**config.mk**
```make
export PLATFORM = sky130hd
export DESIGN_NAME = json_string_unescape_utf8
export DESIGN_NICKNAME = d
export VERILOG_FILES = /design/src/rtl/jsu_pkg.sv /design/src/rtl/json_string_unescape_utf8.sv
export VERILOG_INCLUDE_DIRS = /design/src /design/src/rtl
export SDC_FILE = /design/constraint.sdc
export NUM_CORES = 1
export LEC_CHECK = 0
export ABC_AREA = 1
export BUFFER_PORTS_ARGS = -buffer_cell sky130_fd_sc_hd__buf_2
export CORE_UTILIZATION = 34
export DETAILED_ROUTE_END_ITERATION = 12
export SYNTH_ARGS = -nofsm -noshare
export SYNTH_HDL_FRONTEND = slang
export SYNTH_SLANG_ARGS = --single-unit
```
**constraint.sdc**
```tcl
create_clock -name aclk -period 5.7 [get_ports aclk]
set_input_delay 1.14 -clock aclk [delete_from_list [all_inputs] [get_ports aclk]]
set_output_delay 1.14 -clock aclk [all_outputs]
set_load 0.03 [all_outputs]
```
**src/rtl/json_string_unescape_utf8_macros.svh**
```systemverilog
// Assertion macros for the JSON string unescaper.
// Included by the RTL files that carry concurrent checks; depends on nothing.
`ifndef JSON_STRING_UNESCAPE_UTF8_MACROS_SVH
`define JSON_STRING_UNESCAPE_UTF8_MACROS_SVH

`ifndef SYNTHESIS
// same-cycle implication, checked out of reset
`define JSU_ASSERT_IMP(label, clk, rstn, ante, cons, msg) \
    label: assert property (@(posedge clk) disable iff (!rstn) (ante) |-> (cons)) \
        else $error(msg);
// next-cycle implication, checked out of reset
`define JSU_ASSERT_NXT(label, clk, rstn, ante, cons, msg) \
    label: assert property (@(posedge clk) disable iff (!rstn) (ante) |=> (cons)) \
        else $error(msg);
`else
`define JSU_ASSERT_IMP(label, clk, rstn, ante, cons, msg)
`define JSU_ASSERT_NXT(label, clk, rstn, ante, cons, msg)
`endif

`endif

```
**src/rtl/jsu_pkg.sv**
```systemverilog
// Types, character codes and decode helpers for the JSON string unescaper.
// Stand-alone package; used by json_string_unescape_utf8.
package jsu_pkg;

    localparam int MAX_RES  = 6;
    localparam int BODY_MAX = 4;

    localparam logic [7:0] CH_QUOTE  = 8'h22;
    localparam logic [7:0] CH_BSLASH = 8'h5C;
    localparam logic [7:0] CH_U      = 8'h75;
    localparam logic [7:0] CH_NUL    = 8'h00;

    typedef enum logic [1:0] {
        PH_IDLE = 2'd0,
        PH_TEXT = 2'd1,
        PH_ESC  = 2'd2,
        PH_HEX  = 2'd3
    } phase_t;

    typedef enum logic [1:0] {
        KIND_DATA = 2'd0,
        KIND_END  = 2'd1,
        KIND_ERR  = 2'd2
    } kind_t;

    typedef struct packed {
        kind_t      kind;
        logic [7:0] data;
    } res_t;

    typedef struct packed {
        logic [2:0]      len;
        logic [3:0][7:0] bytes;
    } utf8_t;

    typedef struct packed {
        logic       ok;
        logic [7:0] val;
    } opt_byte_t;

    typedef struct packed {
        logic       ok;
        logic [3:0] val;
    } opt_nib_t;

    // UTF-8 form of a code point, first byte in bytes[0]
    function automatic utf8_t utf8_encode(input logic [20:0] cp);
        utf8_t r;
        r = '0;
        if (cp < 21'h80) begin
            r.len      = 3'd1;
            r.bytes[0] = cp[7:0];
        end else if (cp < 21'h800) begin
            r.len      = 3'd2;
            r.bytes[0] = {3'b110, cp[10:6]};
            r.bytes[1] = {2'b10, cp[5:0]};
        end else if (cp < 21'h10000) begin
            r.len      = 3'd3;
            r.bytes[0] = {4'b1110, cp[15:12]};
            r.bytes[1] = {2'b10, cp[11:6]};
            r.bytes[2] = {2'b10, cp[5:0]};
        end else begin
            r.len      = 3'd4;
            r.bytes[0] = {5'b11110, cp[20:18]};
            r.bytes[1] = {2'b10, cp[17:12]};
            r.bytes[2] = {2'b10, cp[11:6]};
            r.bytes[3] = {2'b10, cp[5:0]};
        end
        return r;
    endfunction

    function automatic opt_nib_t hex_digit(input logic [7:0] b);
        opt_nib_t r;
        r = '0;
        if (b >= 8'h30 && b <= 8'h39) begin
            r.ok  = 1'b1;
            r.val = 4'(b - 8'h30);
        end else if (b >= 8'h61 && b <= 8'h66) begin
            r.ok  = 1'b1;
            r.val = 4'(b - 8'h57);
        end else if (b >= 8'h41 && b <= 8'h46) begin
            r.ok  = 1'b1;
            r.val = 4'(b - 8'h37);
        end
        return r;
    endfunction

    function automatic opt_byte_t simple_escape(input logic [7:0] b);
        opt_byte_t r;
        r = '0;
        case (b)
            8'h6E: r = '{ok: 1'b1, val: 8'h0A};   // n
            8'h74: r = '{ok: 1'b1, val: 8'h09};   // t
            8'h72: r = '{ok: 1'b1, val: 8'h0D};   // r
            8'h62: r = '{ok: 1'b1, val: 8'h08};   // b
            8'h66: r = '{ok: 1'b1, val: 8'h0C};   // f
            8'h2F: r = '{ok: 1'b1, val: 8'h2F};   // solidus
            8'h5C: r = '{ok: 1'b1, val: 8'h5C};   // backslash
            8'h22: r = '{ok: 1'b1, val: 8'h22};   // quote
            default: r = '0;
        endcase
        return r;
    endfunction

endpackage

```
**src/rtl/json_string_unescape_utf8.sv**
```systemverilog
// JSON string unescaper, UTF-16 escapes to UTF-8: the first result beat is shown in the cycle after
// its input beat is taken; one input beat per cycle while each byte gives at most one result and
// m_tready stays high. A byte giving n results (up to six, e.g. unpaired surrogate then \u escape)
// holds the next input beat back while the result buffer drains, one beat per cycle while m_tready is high.
// aresetn is synchronous, active low: clears phase, surrogate flag and result buffer;
// after reset the block waits for an opening quote.
// Depends on jsu_pkg and json_string_unescape_utf8_macros.svh.
`include "json_string_unescape_utf8_macros.svh"

module json_string_unescape_utf8 (
    input  logic       aclk,
    input  logic       aresetn,
    // input stream
    input  logic       s_tvalid,
    output logic       s_tready,
    input  logic [7:0] s_tdata,    // [7:0] in_byte
    // result stream
    output logic       m_tvalid,
    input  logic       m_tready,
    output logic [7:0] m_tdata,    // [7:0] out_byte
    output logic [1:0] m_tuser,    // [1:0] kind
    output logic       m_tlast     // last
);
    import jsu_pkg::*;

    // decode state, advanced once per accepted input beat
    phase_t      phase_reg,  phase_next;
    logic [1:0]  hex_reg,    hex_next;
    logic [11:0] accum_reg,  accum_next;   // up to three hex digits gathered
    logic [9:0]  pend_reg,   pend_next;    // held high surrogate minus 0xD800
    logic        pendv_reg,  pendv_next;

    // result buffer: written whole on accept, drained one beat per cycle while m_tready is high
    res_t        rbuf_reg [MAX_RES];
    res_t        rbuf_next [MAX_RES];
    logic [2:0]  cnt_reg;
    logic [2:0]  rd_reg;

    logic        s_acc;
    logic        m_acc;
    logic        do_flush;
    logic        use_enc;
    logic [20:0] cp;
    logic [15:0] unit;
    logic [2:0]  body_len;
    logic [2:0]  res_len;
    res_t        body [BODY_MAX];
    res_t        flush [3];
    utf8_t       enc;
    utf8_t       fenc;
    opt_nib_t    hexd;
    opt_byte_t   esc;

    assign m_tvalid = (rd_reg != cnt_reg);
    assign m_tlast  = m_tvalid && (3'(rd_reg + 3'd1) == cnt_reg);
    assign m_tdata  = rbuf_reg[rd_reg].data;
    assign m_tuser  = rbuf_reg[rd_reg].kind;

    // take a new beat when the buffer is empty or its final beat leaves now
    assign s_tready = !m_tvalid || (m_tready && m_tlast);
    assign s_acc    = s_tvalid && s_tready;
    assign m_acc    = m_tvalid && m_tready;

    assign hexd = hex_digit(s_tdata);
    assign esc  = simple_escape(s_tdata);
    assign unit = {accum_reg, hexd.val};

    // held surrogate always flushes as a three-byte sequence
    assign fenc = utf8_encode({5'b0, 6'b110110, pend_reg});

    // next decode state and the run of results for this byte
    always_comb begin
        phase_next = phase_reg;
        hex_next   = hex_reg;
        accum_next = accum_reg;
        pend_next  = pend_reg;
        pendv_next = pendv_reg;
        do_flush   = 1'b0;
        use_enc    = 1'b0;
        cp         = '0;
        body_len   = 3'd0;
        for (int k = 0; k < BODY_MAX; k++) begin
            body[k] = '{kind: KIND_DATA, data: 8'h00};
        end

        case (phase_reg)
            PH_IDLE: begin
                if (s_tdata == CH_QUOTE) begin
                    phase_next = PH_TEXT;
                end else begin
                    body[0]  = '{kind: KIND_ERR, data: 8'h00};
                    body_len = 3'd1;
                end
            end
            PH_TEXT: begin
                if (s_tdata == CH_BSLASH) begin
                    phase_next = PH_ESC;
                end else if (s_tdata == CH_NUL) begin
                    phase_next = PH_IDLE;
                    pendv_next = 1'b0;
                    body[0]    = '{kind: KIND_ERR, data: 8'h00};
                    body_len   = 3'd1;
                end else begin
                    do_flush   = pendv_reg;
                    pendv_next = 1'b0;
                    body_len   = 3'd1;
                    if (s_tdata == CH_QUOTE) begin
                        // closing quote: end of string
                        phase_next = PH_IDLE;
                        body[0]    = '{kind: KIND_END, data: 8'h00};
                    end else begin
                        body[0] = '{kind: KIND_DATA, data: s_tdata};
                    end
                end
            end
            PH_ESC: begin
                if (s_tdata == CH_U) begin
                    phase_next = PH_HEX;
                    hex_next   = 2'd0;
                    accum_next = '0;
                end else if (!esc.ok) begin
                    phase_next = PH_IDLE;
                    pendv_next = 1'b0;
                    body[0]    = '{kind: KIND_ERR, data: 8'h00};
                    body_len   = 3'd1;
                end else begin
                    phase_next = PH_TEXT;
                    do_flush   = pendv_reg;
                    pendv_next = 1'b0;
                    body[0]    = '{kind: KIND_DATA, data: esc.val};
                    body_len   = 3'd1;
                end
            end
            PH_HEX: begin
                if (!hexd.ok) begin
                    phase_next = PH_IDLE;
                    hex_next   = 2'd0;
                    pendv_next = 1'b0;
                    body[0]    = '{kind: KIND_ERR, data: 8'h00};
                    body_len   = 3'd1;
                end else if (hex_reg == 2'd3) begin
                    phase_next = PH_TEXT;
                    hex_next   = 2'd0;
                    accum_next = '0;
                    if (pendv_reg && unit >= 16'hDC00 && unit <= 16'hDFFF) begin
                        // pair the held high surrogate with this low one
                        pendv_next = 1'b0;
                        use_enc    = 1'b1;
                        cp         = 21'h10000 + {1'b0, pend_reg, unit[9:0]};
                    end else begin
                        do_flush   = pendv_reg;
                        pendv_next = 1'b0;
                        if (unit >= 16'hD800 && unit <= 16'hDBFF) begin
                            pend_next  = unit[9:0];
                            pendv_next = 1'b1;
                        end else begin
                            use_enc = 1'b1;
                            cp      = {5'b0, unit};
                        end
                    end
                end else begin
                    accum_next = {accum_reg[7:0], hexd.val};
                    hex_next   = 2'(hex_reg + 2'd1);
                end
            end
            default: begin
                phase_next = PH_IDLE;
            end
        endcase

        enc = utf8_encode(cp);
        if (use_enc) begin
            for (int k = 0; k < BODY_MAX; k++) begin
                body[k] = '{kind: KIND_DATA, data: enc.bytes[k]};
            end
            body_len = enc.len;
        end
    end

    // flushed surrogate goes first, then this byte's own results
    always_comb begin
        for (int k = 0; k < 3; k++) begin
            flush[k] = '{kind: KIND_DATA, data: fenc.bytes[k]};
        end
        for (int k = 0; k < MAX_RES; k++) begin
            rbuf_next[k] = '{kind: KIND_DATA, data: 8'h00};
        end
        if (do_flush) begin
            for (int k = 0; k < 3; k++) begin
                rbuf_next[k]     = flush[k];
                rbuf_next[k + 3] = body[k];
            end
            res_len = 3'(body_len + 3'd3);
        end else begin
            for (int k = 0; k < BODY_MAX; k++) begin
                rbuf_next[k] = body[k];
            end
            res_len = body_len;
        end
    end

    always_ff @(posedge aclk) begin
        if (!aresetn) begin
            phase_reg <= PH_IDLE;
            hex_reg   <= 2'd0;
            pendv_reg <= 1'b0;
            cnt_reg   <= 3'd0;
            rd_reg    <= 3'd0;
        end else if (s_acc) begin
            phase_reg <= phase_next;
            hex_reg   <= hex_next;
            pendv_reg <= pendv_next;
            cnt_reg   <= res_len;
            rd_reg    <= 3'd0;
        end else if (m_acc) begin
            rd_reg <= 3'(rd_reg + 3'd1);
        end
    end

    // payload: no reset needed
    always_ff @(posedge aclk) begin
        if (s_acc) begin
            accum_reg <= accum_next;
            pend_reg  <= pend_next;
            for (int k = 0; k < MAX_RES; k++) begin
                rbuf_reg[k] <= rbuf_next[k];
            end
        end
    end

    `JSU_ASSERT_IMP(a_accept_only_on_drain, aclk, aresetn, s_acc, !m_tvalid || (m_tready && m_tlast), "input beat taken while results still queued")
    `JSU_ASSERT_IMP(a_count_bound, aclk, aresetn, 1'b1, cnt_reg <= 3'(MAX_RES) && rd_reg <= cnt_reg, "result pointer out of range")
    `JSU_ASSERT_IMP(a_pending_in_string, aclk, aresetn, pendv_reg, phase_reg != PH_IDLE, "surrogate held outside a string")
    `JSU_ASSERT_NXT(a_results_shown, aclk, aresetn, s_acc && res_len != 3'd0, m_tvalid && rd_reg == 3'd0, "results of accepted beat not presented")
    `JSU_ASSERT_NXT(a_drain_advances, aclk, aresetn, m_acc && !s_acc, rd_reg == 3'($past(rd_reg) + 3'd1), "result pointer failed to advance")

endmodule
```
---- After elaboration in Yosys (flattened, before gate mapping) ----
Memory sizes are Yosys's and may differ from the RTL's. A register that Yosys moved wholly into a read port is not among the register bits.
Cells that the tools add are included.
cells by class
  eq/ne operators ......................... 22
  reductions and logical operators ........ 22
  bitwise gates (word level) .............. 2
  order comparisons ....................... 13
  multiplexer cells ....................... 77
  $add $sub $neg .......................... 7
operator list
  operator                  count
  $mux W21                  4
  $mux W40                  2
  $pmux W9 S8               1
  $mux W10                  6
  $eq A8 B7 Y1 const B      7
  $mux W16                  3
  $pmux W10 S4              1
  $mux W12                  3
  $ge A16 B16 Y1 const B    2
  $le A16 B16 Y1 const B    2
  $mux W1                   25
  $mux W24                  1
  $pmux W12 S2              1
  $mux W22                  1
  $add A17 B20 Y21 const A  1
  $lt A21 B12 Y1 const B    1
  $lt A21 B17 Y1 const B    1
  $lt A21 B8 Y1 const B     1
  $mux W3                   7
  $mux W2                   10
  $mux W20                  1
  $eq A8 B6 Y1 const B      2
  $ge A8 B7 Y1 const B      2
  $le A8 B7 Y1 const B      2
  34 further kinds          56
storage, ports and cells
  memories ................................ 1
  output and inout port bits .............. 13
  register bits after elaboration ......... 33
  RAM bits ................................ 60
memory list
  name      words  width  read ports  clocked after memory_dff  write ports  RTL line                         text
  rbuf_reg  6      10     1           1                         6            json_string_unescape_utf8.sv:34  res_t rbuf_reg [MAX_RES];

---- Depth between registers and ports, before layout ----
  word-level depth ........................ 19
  mapped depth ............................ 19
  depth with buffers taken out ............ 18

---- Least setup slack after synthesis ----
No wires, ideal clock.
  kind .................................... input port to flip-flop
  from .................................... input s_tdata[0]
  to ...................................... register accum_reg[0] (enable)
  stages .................................. 11
  setup time .............................. 0.396 ns
  data required time ...................... 5.304 ns
  arrival time ............................ 2.985 ns
  path slack .............................. 2.319 ns
  buffers on the path ..................... 1
  cell sequence ........................... inv_1 > ha_1 > nand2_2 > nand3_2 > nand3_4 > nand2_4 > buf_6 > inv_2 > nand2_1 > nand2_1 > nor3_1
on the way
  word-level cells in the longest chain between the ends .. 7
  elaborated cells between the ends (all ways) .. 16
  those cells by class .................... order compare (6); eq/ne (3); mux (3); reduce/logical (4)
ends and longest elaborated chain
  element                                              RTL line                          text
  from (decl)                                          json_string_unescape_utf8.sv:16   input logic [7:0] s_tdata,
  $ge A8 B7 Y1 / $le A8 B7 Y1 (equally long branches)  jsu_pkg.sv:81                     end else if (b >= 8'h41 && b <= 8'h46) begin
  $logic_and A1 B1 Y1                                  jsu_pkg.sv:81
  $mux W5                                              jsu_pkg.sv:81
  $mux W5                                              jsu_pkg.sv:78                     end else if (b >= 8'h61 && b <= 8'h66) begin
  $mux W5                                              jsu_pkg.sv:75                     if (b >= 8'h30 && b <= 8'h39) begin
  $ne A2 B2 Y1 (no source line)                        n/a
  $reduce_and A4 Y1 (no source line) *                 n/a
  to (signal assigned)                                 json_string_unescape_utf8.sv:223  accum_reg <= accum_next;
  to (decl)                                            json_string_unescape_utf8.sv:29   logic [11:0] accum_reg, accum_next;
Mark *: on every way between the ends. The rest lies on a longest branch, timed or not.
A chain may end at the register's enable or synchronous reset.

==> impl_results.md <==
* Number of vias per cell at 5.04
* R2r setup slk at 2800 ps
* CP endpoint kind: register
* First-pass GRT wire length at 22500 um
* Largest net degree at the start of global routing at 55
* Unrepaired setup endpoints after global routing: no
* Seq/Total Area, Yosys at 0.441
* Critical Path, Cell by Cell: buf_2, inv_1, ha_1, nand2_1, nor3_1, nor2_1, nand3_1, nand3_2, inv_1, o211ai_2
* Final setup viols at 0
* Max_slew headroom at 0.289
* Grt ovf at 0
* ANT cells at 0
* WP data arrival at 3800 ps
* Row count at 45
* NumNets Final at 708
* Die area at 16400 um2
* Crit Path Category: in -> reg
* Critical Path Fanout Max at 32
* Met3 Track Usage GR at 0.0392
* Post-DP HPWL at 10600 um
* Place WS at 1700 ps
* Maximum buffer depth of the clock tree at 2
* Total Routing Usage GR at 0.181
* Clk Latency, worst-skew pair at 350 ps
* Syn-to-layout area delta at 10.0%
* Flops & latches, synth at 84
* CTS buffer count at 9
* CP Launch Type: input port
* Hold WC Path Type: reg -> reg
* Wire per inst at 15.3 um
* Post-synth net total at 692
* Fraction of layout cells with a size suffix above 1 at 0.150
* CTS root buffer: clkbuf_16
* FF/Latch Area at 2380 um2
* Chip height at 128 um
* Kind of cell adding the most delay to the critical path: simple AND/OR/NAND/NOR gates
* Distinct cell type count after synthesis at 50
* Max-slew violations at 0
* Required @ worst endpoint at 5780 ps
* Final min period at 3720 ps
* Starting Density at 0.352
* GR met1 Demand/Resource at 0.251
* Non-Filler Instances at 904
* Routed WL at 13900 um
* Hold Violations, Final at 0
* Post-CTS Hold Fix Bufs at 0
* ANT nets after route at 0
* Post-CTS Resized at 0
* # fillers at 1608
* Bufs and invs on worst path at 3
* Crit path setup slack, layout at 1980 ps
* Core area at 15400 um2
* Setup_tns at 0 ps
* Die Span X at 128 um
* Pleak at 2.51 nW
* Status: completed
* Fmax at 0.269 GHz
* Final worst path period share at 0.652
* H-tree depth at 3
* Max-cap viol count at 0
* Syn Std Cell Area at 5410 um2
* Peak VDD IR at 0.000160 V
* Max stage delay on crit path at 640 ps
* Synth area leaders: edfxtp_1 39%, nand2_1 11%, nor2_1 5.8%
* Post-Syn Instances at 672
* Clk slew on worst S/H paths at 60 ps
* Post-CTS setup buffers at 0
* I/O pin total at 25
* Dpl cells at 888
* Synth async-reset ratio at 0
* TritonRoute pass-1 iters at 5
* GP Congestion at 0.941
* Grt peak-use layer: met2
* Clk_skew at 6.74 ps
* Cell taking the most area after synthesis: edfxtp_1
* CTS tree: yes
* Yosys Warn Count at 0
* Buffers on Ports at 24
* CP most frequent cell: inv_1
* Actual slew at the worst max-slew pin at 1070 ps
* Number of synthesized flops with an enable pin at 70
* Vias in the first global route at 4242
* Vias at 4558
* Met2 Usage GRT at 0.268
* Max reg flops at 48
* Syn Area/Cell at 8.05 um2
* Power Density at 297 nW/um2
* Multi-input gate area at 2560 um2
* Initial DRC count at 322
* DRC errors left at 0
* Main synth FF type: edfxtp_1
* Num Clock Sinks at 84
* Initial antenna violation count at 0
* Post-synth top area share at 0.389
* CP max-delay cell: inv_1
where the power goes:
group	switching, mW	internal (mW)	total, mW	leakage [nW]
Sequential	0.0462	0.801	0.848	0.789
Clock	0.242	0.296	0.538	0.128
Combinational	0.280	0.104	0.384	1.59
routing by layer:
layer | routed length, um | vias to the layer above
met4 | 391 | 0
li1 | - | 2298
met3 | 842 | 29
met1 | 6740 | 2094
met5 | 0 | -
met2 | 5880 | 137
worst register-to-register path, delay by kind of cell, from the launching register on:
kind / cells / cell delay, ps
flops: 1 / 360
fa+ha+maj: 2 / 770
buf+inv: 2 / 160
simple gates: 10 / 1500
synth_stat cells, types with 3 or more instances:
| library cell | n |
|---|---|
| a21oi_1 | 32 |
| a32o_1 | 8 |
| buf_4 | 5 |
| buf_6 | 6 |
| clkbuf_1 | 9 |
| dfxtp_1 | 14 |
| edfxtp_1 | 70 |
| ha_1 | 8 |
| inv_1 | 73 |
| inv_2 | 14 |
| nand2_1 | 154 |
| nand2_2 | 10 |
| nand2_4 | 3 |
| nand3_1 | 43 |
| nand3_2 | 4 |
| nand3_4 | 4 |
| nand4_1 | 14 |
| nor2_1 | 83 |
| nor2_2 | 3 |
| nor2_4 | 7 |
| nor3_1 | 12 |
| o211ai_1 | 6 |
| o21ai_0 | 21 |
| o21ai_1 | 17 |
| o21ai_2 | 3 |
| o22ai_1 | 9 |
| or2_1 | 3 |
| xnor2_1 | 5 |
| xor2_1 | 4 |
cells by family (layout without fill, tap and decap cells):
logic type	count (synthesis)	count (layout)	share of synthesized area
flip-flops	84	84	0.441
adder cells (fa/ha/maj)	8	8	0.0185
AND/OR/NAND/NOR	354	354	0.317
AO/OA/AOI/OAI	107	107	0.121
XOR/XNOR	9	9	0.0146
buffers and inverters	109	130	0.0877
other	1	1	0.000693
placed cells by master, fill, tap and decap left out, types with 7 or more instances in the layout:
| cell type | netlist | final |
|---|---|---|
| ha_1 | 8 | 8 |
| inv_2 | 14 | 15 |
| clkbuf_16 | 0 | 9 |
| buf_2 | 1 | 24 |
| edfxtp_1 | 70 | 70 |
| nor2_1 | 83 | 83 |
| o21ai_1 | 17 | 17 |
| a32o_1 | 8 | 8 |
| o22ai_1 | 9 | 9 |
| dfxtp_1 | 14 | 14 |
| nand4_1 | 14 | 14 |
| a21oi_1 | 32 | 32 |
| o21ai_0 | 21 | 21 |
| nor3_1 | 12 | 12 |
| nor2_4 | 7 | 7 |
| inv_1 | 73 | 72 |
| nand2_2 | 10 | 10 |
| nand3_1 | 43 | 43 |
| nand2_1 | 154 | 154 |
stage by stage:
stage	utilization	cell area [um2]	power (mW)	hold slack, ps
6_report	0.387	5950	1.77	452
5_1_grt	0.387	5950	1.86	470
4_1_cts	0.387	5950	1.79	451
3_5_place_dp	0.369	5670	1.25	436
3_3_place_gp	0.369	5670	1.25	429
2_1_floorplan	-	5410	1.14	426
final cells by class:
cell class                      count  area share
Clock buffer                        9      0.0379
Clock inverter                      7     0.00905
Inverter                           88      0.0555
Multi-Input combinational cell    479       0.430
Sequential cell                    84       0.401
Tap cell                          211      0.0444
Timing Repair Buffer               26      0.0227
final timing paths:
check,start,to,cells past startpoint
hold reg to reg,accum_reg[0],pend_reg[4],0
setup / recovery,s_tdata[1],rbuf_reg[1][5],10
hold / removal,accum_reg[0],pend_reg[4],0
setup reg to reg,hex_reg[0],cnt_reg[1],14
Note: power is estimated with default switching activity, not from simulation.
